===== src/rtl/core/alunz_pkg.sv =====
package alunz_pkg;

    localparam int DATA_W  = 32;
    localparam int SHAMT_W = 5;
    localparam int CNT_W   = 5;
    localparam int FUNC_W  = 5;

    localparam logic [DATA_W-1:0] LOW_HALF  = 32'h0000_FFFF;
    localparam logic [DATA_W-1:0] HIGH_HALF = 32'hFFFF_0000;

    typedef enum logic [FUNC_W-1:0] {
        F_ADD = 5'd0,
        F_SUB = 5'd1,
        F_MUL = 5'd2,
        F_DIV = 5'd3,
        F_CMP = 5'd4,
        F_SHL = 5'd5,
        F_SHR = 5'd6,
        F_AND = 5'd7,
        F_OR  = 5'd8,
        F_XOR = 5'd9,
        F_NOT = 5'd10,
        F_LDL = 5'd11,
        F_LDH = 5'd12,
        F_JZ  = 5'd13,
        F_JP  = 5'd14,
        F_JN  = 5'd15,
        F_JNZ = 5'd16,
        F_JNP = 5'd17,
        F_JNN = 5'd18,
        F_JMP = 5'd19
    } func_t;

    typedef enum logic [1:0] {
        IT_ADD,
        IT_SUB,
        IT_MUL,
        IT_DIV
    } iter_op_t;

    typedef enum logic [1:0] {
        S_IDLE,
        S_ISSUE,
        S_RUN,
        S_FIN
    } ctrl_state_t;

    typedef struct packed {
        logic              start;
        iter_op_t          op;
        logic [DATA_W-1:0] x;
        logic [DATA_W-1:0] y;
    } iter_req_t;

    typedef struct packed {
        logic              done;
        logic [DATA_W-1:0] acc;
        logic [DATA_W-1:0] mq;
    } iter_rsp_t;

    typedef struct packed {
        logic [FUNC_W-1:0]        func;
        logic signed [DATA_W-1:0] operand_a;
        logic signed [DATA_W-1:0] operand_b;
    } in_item_t;

    typedef struct packed {
        logic signed [DATA_W-1:0] result;
        logic                     result_valid;
        logic signed [DATA_W-1:0] remainder;
        logic                     remainder_valid;
        logic                     branch_taken;
        logic                     div_by_zero;
        logic                     negative_flag;
        logic                     zero_flag;
    } out_item_t;

endpackage


===== src/rtl/core/alunz_iter.sv =====
module alunz_iter (
    input  logic                  clk,
    input  logic                  rst_n,
    input  alunz_pkg::iter_req_t  req,
    output alunz_pkg::iter_rsp_t  rsp
);

    localparam int W = alunz_pkg::DATA_W;

    logic                        busy_reg, busy_next;
    logic                        done_reg, done_next;
    alunz_pkg::iter_op_t         op_reg, op_next;
    logic [alunz_pkg::CNT_W-1:0] cnt_reg, cnt_next;
    logic [W-1:0]                acc_reg, acc_next;
    logic [W-1:0]                mq_reg, mq_next;
    logic [W-1:0]                y_reg, y_next;

    logic         sub;
    logic [W:0]   add_a;
    logic [W:0]   add_b;
    logic [W+1:0] sum;
    logic         div_ge;

    // shared 33-bit add/subtract
    always_comb
    begin
        sub    = (op_reg == alunz_pkg::IT_SUB) || (op_reg == alunz_pkg::IT_DIV);
        add_a  = (op_reg == alunz_pkg::IT_DIV) ? {acc_reg, mq_reg[W-1]} : {1'b0, acc_reg};
        add_b  = {1'b0, y_reg};
        sum    = {1'b0, add_a} + {1'b0, (sub ? ~add_b : add_b)} + {{(W+1){1'b0}}, sub};
        div_ge = sum[W+1];
    end

    always_comb
    begin
        busy_next = busy_reg;
        done_next = 1'b0;
        op_next   = op_reg;
        cnt_next  = cnt_reg;
        acc_next  = acc_reg;
        mq_next   = mq_reg;
        y_next    = y_reg;

        if (req.start && !busy_reg)
        begin
            busy_next = 1'b1;
            op_next   = req.op;
            case (req.op)
                alunz_pkg::IT_MUL:
                begin
                    acc_next = '0;
                    mq_next  = req.y;
                    y_next   = req.x;
                    cnt_next = '1;
                end
                alunz_pkg::IT_DIV:
                begin
                    acc_next = '0;
                    mq_next  = req.x;
                    y_next   = req.y;
                    cnt_next = '1;
                end
                default:
                begin
                    acc_next = req.x;
                    y_next   = req.y;
                    cnt_next = '0;
                end
            endcase
        end
        else if (busy_reg)
        begin
            case (op_reg)
                alunz_pkg::IT_MUL:
                begin
                    if (mq_reg[0])
                        acc_next = sum[W-1:0];
                    mq_next = {1'b0, mq_reg[W-1:1]};
                    y_next  = {y_reg[W-2:0], 1'b0};
                end
                alunz_pkg::IT_DIV:
                begin
                    acc_next = div_ge ? sum[W-1:0] : add_a[W-1:0];
                    mq_next  = {mq_reg[W-2:0], div_ge};
                end
                default:
                begin
                    acc_next = sum[W-1:0];
                end
            endcase
            if (cnt_reg == '0)
            begin
                busy_next = 1'b0;
                done_next = 1'b1;
            end
            else
            begin
                cnt_next = cnt_reg - 1'b1;
            end
        end
    end

    always_ff @(posedge clk or negedge rst_n)
    begin
        if (!rst_n)
        begin
            busy_reg <= 1'b0;
            done_reg <= 1'b0;
            op_reg   <= alunz_pkg::IT_ADD;
            cnt_reg  <= '0;
        end
        else
        begin
            busy_reg <= busy_next;
            done_reg <= done_next;
            op_reg   <= op_next;
            cnt_reg  <= cnt_next;
        end
    end

    always_ff @(posedge clk)
    begin
        acc_reg <= acc_next;
        mq_reg  <= mq_next;
        y_reg   <= y_next;
    end

    assign rsp.done = done_reg;
    assign rsp.acc  = acc_reg;
    assign rsp.mq   = mq_reg;

    a_start_busy: assert property (@(posedge clk) disable iff (!rst_n)
        (req.start && !busy_reg) |=> busy_reg)
        else $error("iter unit did not go busy after start");

    a_last_step: assert property (@(posedge clk) disable iff (!rst_n)
        (busy_reg && cnt_reg == '0) |=> (done_reg && !busy_reg))
        else $error("iter unit missed done after last step");

    a_done_idle: assert property (@(posedge clk) disable iff (!rst_n)
        done_reg |-> !busy_reg)
        else $error("iter unit done while busy");

endmodule


===== config.mk =====
export PLATFORM = sky130hd
export DESIGN_NAME = alunz_iter
export DESIGN_NICKNAME = d
export VERILOG_FILES = /design/src/rtl/core/alunz_pkg.sv /design/src/rtl/core/alunz_iter.sv
export SDC_FILE = /design/constraint.sdc
export NUM_CORES = 1
export LEC_CHECK = 0
export BUFFER_PORTS_ARGS = -buffer_cell sky130_fd_sc_hd__buf_2
export CAP_MARGIN = 5
export CORE_MARGIN = 2
export CORE_UTILIZATION = 32
export DETAILED_ROUTE_END_ITERATION = 12
export PLACE_DENSITY = 0.6
export REMOVE_ABC_BUFFERS = 1
export SYNTH_ARGS = -nofsm -noshare
export SYNTH_HDL_FRONTEND = slang
export SYNTH_SLANG_ARGS = --single-unit

===== constraint.sdc =====
create_clock -name clk -period 4.2 [get_ports clk]
set_input_delay 0.63 -clock clk [delete_from_list [all_inputs] [get_ports clk]]
set_output_delay 0.63 -clock clk [all_outputs]
set_load 0.005 [all_outputs]

==> results_tabular.tex <==
\begin{tabular}{lr}
\hline
Metric & Value \\
\hline
\multicolumn{2}{l}{\textbf{Layout}} \\
Fin area & a little over 9000 um\^{}2 \\
Most frequent standard cell in the layout excluding fill and tap cells & sky130\_fd\_sc\_hd\_\_nand2\_1 \\
Final Net Count & 1121 \\
Fraction of final layout cells with drive strength greater than 1 & 19.2\% \\
Area overhead of the layout relative to synthesis & 16.3\% \\
Most frequent cells in the layout & sky130\_fd\_sc\_hd\_\_nand2\_1 (222), sky130\_fd\_sc\_hd\_\_buf\_2 (133), sky130\_fd\_sc\_hd\_\_edfxtp\_1 (96), sky130\_fd\_sc\_hd\_\_o21ai\_0 (67), sky130\_fd\_sc\_hd\_\_mux2i\_1 (53) \\
Final antenna diode count & 0 \\
\multicolumn{2}{l}{\textbf{Global routing}} \\
Initial antenna violation count & 0 \\
Total GRT Usage & 18.9\% \\
Wire length of the first global-routing pass & slightly below 40000 um \\
Largest net degree at the start of global routing & 58 \\
Vias in the first global route & 7043 \\
Global route overflow & 0 \\
\multicolumn{2}{l}{\textbf{Drt}} \\
Average via count per standard cell & 5.36 \\
Wire length per cell & around 19 um \\
Final ANT Viol Nets & 0 \\
Aggregate routed wire length & 25100 um \\
DRC violations left & 0 \\
Detailed-routing iteration count for the pre-antenna-repair pass & 5 \\
DR vias & roughly 7200 \\
Iteration-0 DRC Markers & 539 \\
\multicolumn{2}{l}{\textbf{Timing}} \\
Measured slew at the worst slew-check pin & $\sim$1.0 ns \\
Maximum frequency from static timing analysis & 259 MHz \\
Setup TNS & 0 ns \\
Number of hold violations in the final report & 0 \\
Final WS setup & 0.336 ns \\
Minimum clock period after layout & 3.86 ns \\
Number of failing setup endpoints in the final timing report & 0 \\
Final worst-path cycle share & 92.0\% \\
Fin. max-slew vios & 0 \\
Unrepaired setup endpoints after global routing & false \\
Final setup skew & 0.0108 ns \\
Worst-case headroom to the max-slew limit & between 20\% and 30\% \\
Tightest hold margin & 0.104 ns \\
\multicolumn{2}{l}{\textbf{Placement}} \\
Final Wtd Congestion & around 0.9 \\
Pre-CTS setup slack & $\sim$0.4 ns \\
HPWL after DPL & between 15000 and 20000 um \\
Post-placement cell area & 9040 um\^{}2 \\
Count of input and output buffers & 133 \\
\multicolumn{2}{l}{\textbf{CTS}} \\
TritonCTS clock tree & built \\
Deepest level of the CTS H-tree & 3 \\
CTS Buffer Depth & 2 \\
CTS Root Buffer Type & sky130\_fd\_sc\_hd\_\_clkbuf\_16 \\
Clock-pin transition on the worst setup and hold timing paths & 0.08 ns \\
Count of buffers added by post-CTS timing repair for setup & 0 \\
Cts bufs inserted & 9 \\
Sinks on the clock net & 105 \\
Clock latency on the worst-skew pair & between 0.3 and 0.4 ns \\
\multicolumn{2}{l}{\textbf{Worst setup path}} \\
Endpoint type of the worst setup path & flip-flop \\
CP delay by family, top & compound AO/OA/AOI/OAI gates \\
Worst endpoint required time & 4.41 ns \\
Buffers and inverters on the worst path & 2 \\
Cell with the largest stage delay on the worst path & sky130\_fd\_sc\_hd\_\_ha\_1 \\
Critical path peak fanout & 20 \\
WP data arrival & 4.07 ns \\
Largest stage delay on the critical path & 0.41 ns \\
Worst Setup Start Kind & flip-flop \\
Ordered cell list for the critical path & buf\_4 -> nand2\_2 -> buf\_4 -> nand2\_1 -> nand2\_1 -> ha\_1 -> o21a\_1 -> o211ai\_1 -> a311o\_1 -> a211oi\_4 -> o2111ai\_2 -> a311oi\_2 -> a31oi\_1 -> xor2\_1 -> a221oi\_2 \\
Critical Setup Path Class & flip-flop to flip-flop \\
\multicolumn{2}{l}{\textbf{Yosys}} \\
Post-Synthesis Mean Instance Area & between 8 and 9 um\^{}2 \\
Number of flip-flops and latches in the synthesized netlist & 105 \\
Gate Count Post-Synth & approximately 900 \\
Synth unique cells & 65 \\
Main flop type after synthesis & sky130\_fd\_sc\_hd\_\_edfxtp\_1 \\
Synthesized cell area & 8020 um\^{}2 \\
Number of enable flip-flop cells after synthesis & 96 \\
Fraction of registers with async set or reset after synthesis & 8.57\% \\
Sequential element share of the synthesized area & 38.7\% \\
Warnings, synthesis & 0 \\
\multicolumn{2}{l}{\textbf{Die}} \\
Vertical die dimension & 162 um \\
Effective utilization at floorplan & 32.8\% \\
Core region area & about 24000 um\^{}2 \\
Total number of placement rows & 57 \\
Die Area & between 20000 and 30000 um\^{}2 \\
Width of the chip & 162 um \\
Top-Level Pins & 134 \\
\multicolumn{2}{l}{\textbf{Flow run}} \\
Maximum Capacitance Violations & 0 \\
\multicolumn{2}{l}{\textbf{Status}} \\
Run status & complete, no violations \\
\multicolumn{2}{l}{\textbf{Worst hold path}} \\
Min-Delay Path Class & input pin to async pin \\
\hline
\end{tabular}
==> cell families (layout without fill, tap and decap cells) <==
kind of cell | count (synthesis) | in the layout | share of synthesized area, %
fa+ha+maj | 34 | 34 | 5.40
flops | 105 | 105 | 38.7
mux | 54 | 54 | 6.75
simple gates | 342 | 342 | 18.4
buf+inv | 74 | 181 | 4.21
xor+xnor | 63 | 63 | 6.88
compound gates | 244 | 244 | 19.6
==> through the flow <==
| step | util, % | cells |
|---|---|---|
| 2_1_floorplan | - | 852 |
| 5_1_grt | 38.1 | 1347 |
| 3_5_place_dp | 36.9 | 1331 |
| 6_report | 38.1 | 1347 |
| 4_1_cts | 38.1 | 1347 |
| 3_3_place_gp | 36.9 | 1331 |
==> synthesized netlist by cell type, types with 9 or more instances <==
cell                       instances  share of area (%)
sky130_fd_sc_hd__mux2i_1          53                6.6
sky130_fd_sc_hd__clkbuf_1         42                2.0
sky130_fd_sc_hd__nand2_1         223                 10
sky130_fd_sc_hd__a211oi_1         35                3.3
sky130_fd_sc_hd__and3_1           33                2.6
sky130_fd_sc_hd__a31oi_1          38                3.0
sky130_fd_sc_hd__edfxtp_1         96                 36
sky130_fd_sc_hd__xor2_1           41                4.5
sky130_fd_sc_hd__o21ai_0          68                4.2
sky130_fd_sc_hd__a21o_1           11                1.0
sky130_fd_sc_hd__dfrtp_1           9                2.8
sky130_fd_sc_hd__nor2_1           41                1.9
sky130_fd_sc_hd__xnor2_1          22                2.4
sky130_fd_sc_hd__ha_1             33                5.1
sky130_fd_sc_hd__inv_1            10               0.47
sky130_fd_sc_hd__a21oi_1          43                2.7
sky130_fd_sc_hd__buf_1            13               0.61
sky130_fd_sc_hd__nand3_1          10               0.62
==> final timing paths <==
| path | start | to | slack [ns] | cells past startpoint |
|---|---|---|---|---|
| max | op_reg[0] | acc_reg[30] | 0.34 | 15 |
| min | rst_n | cnt_reg[3] | 0.10 | 1 |
| max reg2reg | op_reg[0] | acc_reg[30] | 0.34 | 15 |
| min reg2reg | cnt_reg[4] | done_reg | 0.49 | 1 |
| max in group asynchronous | rst_n | op_reg[0] | 3.89 | 1 |
| min in group clk | cnt_reg[4] | done_reg | 0.49 | 1 |
==> layer usage <==
layer	routed length (um)	share of wire, %	vias to the layer above	track usage [%]
li1	-	-	3540	-
met1	11900	48	3452	26.3
met2	11300	45	205	30.3
met3	1610	6.4	19	4.06
met4	238	0.95	0	4.26
met5	0	0	-	0
==> cell type report <==
type                            instances  area (um^2)
Tap cell                              324          405
Inverter                               10         37.5
Timing Repair Buffer                  155          881
Sequential cell                       105         3110
Fill cell                            2512        15100
Clock buffer                           10          239
Clock inverter                          6         41.3
Multi-Input combinational cell        737         4610
==> worst reg2reg max path, cell delays in order, from the launching register on <==
cell and delay, ns:
sky130_fd_sc_hd__dfrtp_2 0.38, sky130_fd_sc_hd__buf_4 0.24, sky130_fd_sc_hd__nand2_2 0.11, sky130_fd_sc_hd__buf_4 0.24
sky130_fd_sc_hd__nand2_1 0.10, sky130_fd_sc_hd__nand2_1 0.05, sky130_fd_sc_hd__ha_1 0.41, sky130_fd_sc_hd__o21a_1 0.17
sky130_fd_sc_hd__o211ai_1 0.11, sky130_fd_sc_hd__a311o_1 0.41, sky130_fd_sc_hd__a211oi_4 0.37, sky130_fd_sc_hd__o2111ai_2 0.20
sky130_fd_sc_hd__a311oi_2 0.32, sky130_fd_sc_hd__a31oi_1 0.15, sky130_fd_sc_hd__xor2_1 0.17, sky130_fd_sc_hd__a221oi_2 0.27
==> repair_timing <==
action,CTS,global route
hold buffers,0,0
hold endpoints to repair,0,0
gates resized for setup,0,1
endpoints found under the setup margin,0,1
Power is not shown: default switching activity piles up to over one toggle a cycle in this logic, so the estimate is an artifact.
